[src/rtl/euler_to_quaternion_macros.svh]
// assertion macros for the euler to quaternion converter
`ifndef EULER_TO_QUATERNION_MACROS_SVH
`define EULER_TO_QUATERNION_MACROS_SVH
`ifndef SYNTHESIS
`define E2Q_ASSERT_NOW(lbl, ante, cons, msg) \
    lbl: assert property (@(posedge i_clk) disable iff (!i_rst_n) (ante) |-> (cons)) \
        else $error(msg);
`define E2Q_ASSERT_NEXT(lbl, ante, cons, msg) \
    lbl: assert property (@(posedge i_clk) disable iff (!i_rst_n) (ante) |=> (cons)) \
        else $error(msg);
`else
`define E2Q_ASSERT_NOW(lbl, ante, cons, msg)
`define E2Q_ASSERT_NEXT(lbl, ante, cons, msg)
`endif
`endif

[src/rtl/e2q_pkg.sv]
// shared types, constants and sine table function for the euler to quaternion converter
package e2q_pkg;

    localparam int SINE_TABLE_DEPTH = 1024;
    localparam int MID_DEPTH        = 8;
    localparam int OUT_DEPTH        = 8;

    localparam logic [63:0] Q30_ONE     = 64'd1073741824;
    localparam logic [63:0] INV_PI_Q30  = 64'd341782638;
    localparam logic [63:0] HALF_PI_Q30 = 64'd1686629713;
    localparam logic [14:0] Q14_ONE     = 15'd16384;

    typedef struct packed {
        logic signed [15:0] cr;
        logic signed [15:0] sr;
        logic signed [15:0] cp;
        logic signed [15:0] sp;
        logic signed [15:0] cy;
        logic signed [15:0] sy;
    } t_trig;

    typedef struct packed {
        logic signed [15:0] w;
        logic signed [15:0] x;
        logic signed [15:0] y;
        logic signed [15:0] z;
    } t_quat;

    // taylor series sine of a q30 argument, rounded to q14
    function automatic logic [14:0] taylor_sine_q14(input logic [63:0] x);
        logic [63:0] x2;
        logic [63:0] t;
        logic [63:0] s;
        logic [63:0] prod;
        x2 = (x * x) >> 30;
        t  = Q30_ONE;
        for (int i = 0; i < 5; i++) begin
            prod = (x2 * t) >> 30;
            case (i)
                0:       t = Q30_ONE - prod / 64'd110;
                1:       t = Q30_ONE - prod / 64'd72;
                2:       t = Q30_ONE - prod / 64'd42;
                3:       t = Q30_ONE - prod / 64'd20;
                default: t = Q30_ONE - prod / 64'd6;
            endcase
        end
        s = (x * t) >> 30;
        s = (s + 64'd32768) >> 16;
        if (s > 64'(Q14_ONE)) begin
            s = 64'(Q14_ONE);
        end
        return s[14:0];
    endfunction

endpackage

[src/rtl/e2q_fifo.sv]
// small register queue with occupancy count
module e2q_fifo #(
    parameter int WIDTH = 96,
    parameter int DEPTH = e2q_pkg::MID_DEPTH
) (
    input  logic                     i_clk,
    input  logic                     i_rst_n,
    input  logic                     i_push,
    input  logic [WIDTH-1:0]         i_data,
    input  logic                     i_pop,
    output logic [WIDTH-1:0]         o_data,
    output logic [$clog2(DEPTH+1)-1:0] o_count
);
    localparam int PW = $clog2(DEPTH);
    localparam int CW = $clog2(DEPTH+1);

    logic [WIDTH-1:0] r_mem [DEPTH];
    logic [PW-1:0]    r_wr, r_rd;
    logic [CW-1:0]    r_count;

    always_ff @(posedge i_clk) begin
        if (i_push) begin
            r_mem[r_wr] <= i_data;
        end
    end

    always_ff @(posedge i_clk) begin
        if (!i_rst_n) begin
            r_wr    <= '0;
            r_rd    <= '0;
            r_count <= '0;
        end else begin
            if (i_push) begin
                r_wr <= (r_wr == PW'(DEPTH-1)) ? '0 : r_wr + 1'b1;
            end
            if (i_pop) begin
                r_rd <= (r_rd == PW'(DEPTH-1)) ? '0 : r_rd + 1'b1;
            end
            r_count <= r_count + CW'(i_push) - CW'(i_pop);
        end
    end

    assign o_data  = r_mem[r_rd];
    assign o_count = r_count;
endmodule

[config.mk]
export PLATFORM = sky130hd
export DESIGN_NAME = e2q_fifo
export DESIGN_NICKNAME = d
export VERILOG_FILES = /design/src/rtl/euler_to_quaternion_macros.svh /design/src/rtl/e2q_pkg.sv /design/src/rtl/e2q_fifo.sv
export SDC_FILE = /design/constraint.sdc
export NUM_CORES = 1
export LEC_CHECK = 0
export BUFFER_PORTS_ARGS = -buffer_cell sky130_fd_sc_hd__buf_2
export CAP_MARGIN = 20
export CORE_UTILIZATION = 45
export CTS_BUF_LIST = sky130_fd_sc_hd__clkbuf_8
export DETAILED_ROUTE_END_ITERATION = 12
export GPL_ROUTABILITY_DRIVEN = 0
export PLACE_DENSITY = 0.71
export SYNTH_ARGS = -nofsm -noshare
export SYNTH_HDL_FRONTEND = slang
export SYNTH_SLANG_ARGS = --single-unit
[constraint.sdc]
create_clock -name i_clk -period 10.7 [get_ports i_clk]
set_clock_uncertainty 0.2 [all_clocks]
set_input_delay 2.14 -clock i_clk [delete_from_list [all_inputs] [get_ports i_clk]]
set_output_delay 2.14 -clock i_clk [all_outputs]
set_load 0.02 [all_outputs]
==> out/qor.tcl <==
set qor(floorplan.io_pins) 200
set qor(clkTransAtPathRegs_ps) 70
set qor(cts.sinks) 781
set qor(slew_viol_final) 0
set qor(synthesis.area_per_instance_um2) 25.00
set qor(status) {completed}
set qor(fin_hold_ws_ps) 311.2
set qor(synth_top_flop_cell) {sky130_fd_sc_hd__edfxtp_1}
set qor(cts.hold.buffers_added) 0
set qor(wl_met1_mm) 25.06
set qor(port_buffers) 199
set qor(unrepaired_setup_endpoints_after_global_routing) {false}
set qor(die-height_um) 257.8
set qor(clock_insertion_delay_worst_skew_ps) 700
set qor(synth-simple-area-share) 0.005056
set qor(areaGrowthSynthToFinish_pct) 14.52
set qor(power_per_cell_area_nw_per_um2) 183.9
set qor(route.vias.total) 12964
set qor(nets) 1579
set qor(placedInstanceArea_um2) 31440
set qor(grt_max_degree) 121
set qor(cts-root-buf) {sky130_fd_sc_hd__clkbuf_8}
set qor(detail_route.wl_per_cell_um) 23.57
set qor(cts-htree-levels) 3
set qor(place.detailed.instances) 2203
set qor(tightestPinTransition_ps) 1063
set qor(synth_compound_area_frac) 0.001020
set qor(final_layout_size_suffix_gt1_frac) 0.4318
set qor(numCtsBuffers) 119
set qor(hold_path.class) {flip-flop to flip-flop}
set qor(power.static_leakage_nw) 10.85
set qor(antenna_violations_before_repair) 10
set qor(synth_common_cells) {768 x sky130_fd_sc_hd__edfxtp_1, 192 x sky130_fd_sc_hd__mux4_2, 96 x sky130_fd_sc_hd__mux2_2, 20 x sky130_fd_sc_hd__buf_6, 19 x sky130_fd_sc_hd__clkbuf_1}
set qor(fraction_of_synthesized_cell_area_in_xor_and_xnor_cells) 0.0005948
set qor(dr.first_iter.drc_count) 948
set qor(synth_edf_count) 768
set qor(final-instance-count-excl-fill) 2427
set qor(worstPathCellList) {buf_12 -> mux4_2 -> mux2_2 -> buf_2}
set qor(grt_pass1_wl_mm) 85.85
set qor(dp_hpwl_mm) 29.49
set qor(layout_min_cycle_time_ps) 5837
set qor(critical_path_arrival_ps) 3500
set qor(firstDrtPassIters) 5
set qor(dominant_combinational_cell_family_by_area_after_synthesis) {multiplexers}
set qor(worst_path_max_delay_cell) {sky130_fd_sc_hd__buf_12}
set qor(totalWireLength_mm) 57.20
set qor(yosys-mux-area-fraction) 0.1842
set qor(post_cts.repair.setup_buffers) 0
set qor(wl_met3_mm) 2.982
set qor(worstSetupPathType) {flip-flop to output pin}
set qor(path_max_fanout) 120
set qor(cpPeakStageDelay_ps) 780
set qor(utilization) 0.5222
set qor(max_cap_violations) 0
set qor(slew_headroom) 0.2912
set qor(clock.fmax_ghz) 0.1713
set qor(cts_resized) 0
set qor(vias_per_cell) 5.342
set qor(post_synth_inst_count) 1178
set qor(route.antenna.remaining_nets) 0
set qor(finish.instance_area_um2) 33720
set qor(ys_seq_area_frac) 0.7920
set qor(syn-num-nets) 1287
set qor(synthesis.area_um2) 29450
set qor(start_util) 0.4560
set qor(timing.final.setup_violations) 0
set qor(tritoncts_clock_tree) {done}
set qor(final_min_period_over_clock_period) 0.5455
set qor(total_of_flip_flops_plus_latches_after_synthesis) 781
set qor(end_kind) {output pin}
set qor(groute.usage.overall) 0.1740
set qor(setup_tns_ps) 0
set qor(grt_pass1_vias) 14195
set qor(final.fill_count) 4970
set qor(post-route-drc-count) 0
set qor(distinct_cell_type_count_of_the_synthesized_netlist) 24
set qor(die_span_in_x_um) 257.8
set qor(synthAdderAreaFrac) 0.004079
set qor(leading_cell_type_by_number_of_instances_after_synthesis) {sky130_fd_sc_hd__edfxtp_1}
set qor(wl_met2_mm) 28.21
set qor(post-synth-top-area-fraction) 0.7831
set qor(power.ir.vdd_worst_mv) 0.1224
set qor(fp.dieArea_um2) 66470
set qor(num_rows) 93
set qor(worstSetupStartpointType) {flip-flop}
set qor(synth_area_leaders) {sky130_fd_sc_hd__edfxtp_1 78%, sky130_fd_sc_hd__mux4_2 15%, sky130_fd_sc_hd__mux2_2 3.7%, sky130_fd_sc_hd__dfxtp_1 0.88%, sky130_fd_sc_hd__buf_6 0.76%}
set qor(maxUsedRoutingLayer) {met5}
set qor(worst_ep_required_time_ps) 8360
set qor(ys_async_sr_fraction) 0
set qor(clockBufferDepth) 3
set qor(yosysWarnings) 0
set qor(post-synth-top-area-cell) {sky130_fd_sc_hd__edfxtp_1}
set qor(fp.coreArea_um2) 64580
set qor(final_hold_viol_count) 0
set qor(grt_overflow) 0
cell type report:
cell class,count,area (µm²),share of cell area
Antenna cell,2,5.005,0.0001484
Multi-Input combinational cell,336,5797,0.1719
Clock inverter,98,563.0,0.01670
Sequential cell,781,23330,0.6919
Clock buffer,123,1693,0.05020
Timing Repair Buffer,225,1236,0.03666
Tap cell,855,1070,0.03172
Inverter,7,26.28,0.0007791
registers in the layout (all words and copies together) (netlist names), named ones only:
signal / cells
r_mem: 768
o_count: 4
r_rd: 3
r_wr: 3
stage by stage:
step / setup slack, ps / total power [W]
after floorplan: 1091 / 0.003819
after CTS: 4695 / 0.006279
after global routing: 4564 / 0.006436
final: 4863 / 0.006202
after detailed placement: 5508 / 0.003972
after global placement: 5512 / 0.003958
logic make-up after synthesis:
kind of cell | count (synthesis)
multiplexers | 290
AND/OR/NAND/NOR | 29
AO/OA/AOI/OAI | 6
flip-flops | 781
buffers and inverters | 61
XOR/XNOR | 2
adder cells (fa/ha/maj) | 9
report_power, final:
part | total, W | switching [W] | leakage [nW] | internal [W]
registers | 0.00346 | 0.0000294 | 7.09 | 0.00343
logic | 0.000442 | 0.000249 | 2.46 | 0.000192
clock network | 0.00230 | 0.00111 | 1.30 | 0.00119
layer usage:
| layer | up-vias | track usage |
|---|---|---|
| li1 | 5657 | - |
| met4 | 14 | 0.05178 |
| met2 | 312 | 0.2809 |
| met1 | 6899 | 0.2374 |
| met3 | 82 | 0.04015 |
| met5 | - | 0 |
layout by cell type (no fill, tap or decap), drive strengths merged, types with 5 or more instances in the layout:
cell type,count
edfxtp,768
buf,225
mux4,192
clkbuf,123
mux2,96
inv,50
clkinv,45
dfxtp,13
nor2,10
ha,8
nand2b,5
a21oi,5
clkinvlp,5
bufinv,5
final timing paths:
path / startpoint / end / slack [ps] / depth (start not counted)
worst min-delay path: r_rd[1] / flip-flop / 310 / 2
worst max-delay path: flip-flop / o_data[36] / 4860 / 4
worst min register to register: r_rd[1] / flip-flop / 310 / 2
worst max register to register: r_wr[1] / r_mem[2][56] / 7590 / 4
worst max-delay path, delay by kind of cell, from the launching register on:
family / cells / cell delay, ps
buffers and inverters: 2 / 940
multiplexers: 2 / 910
flip-flops: 1 / 750
No activity file was read; power rests on OpenSTA's default activity.
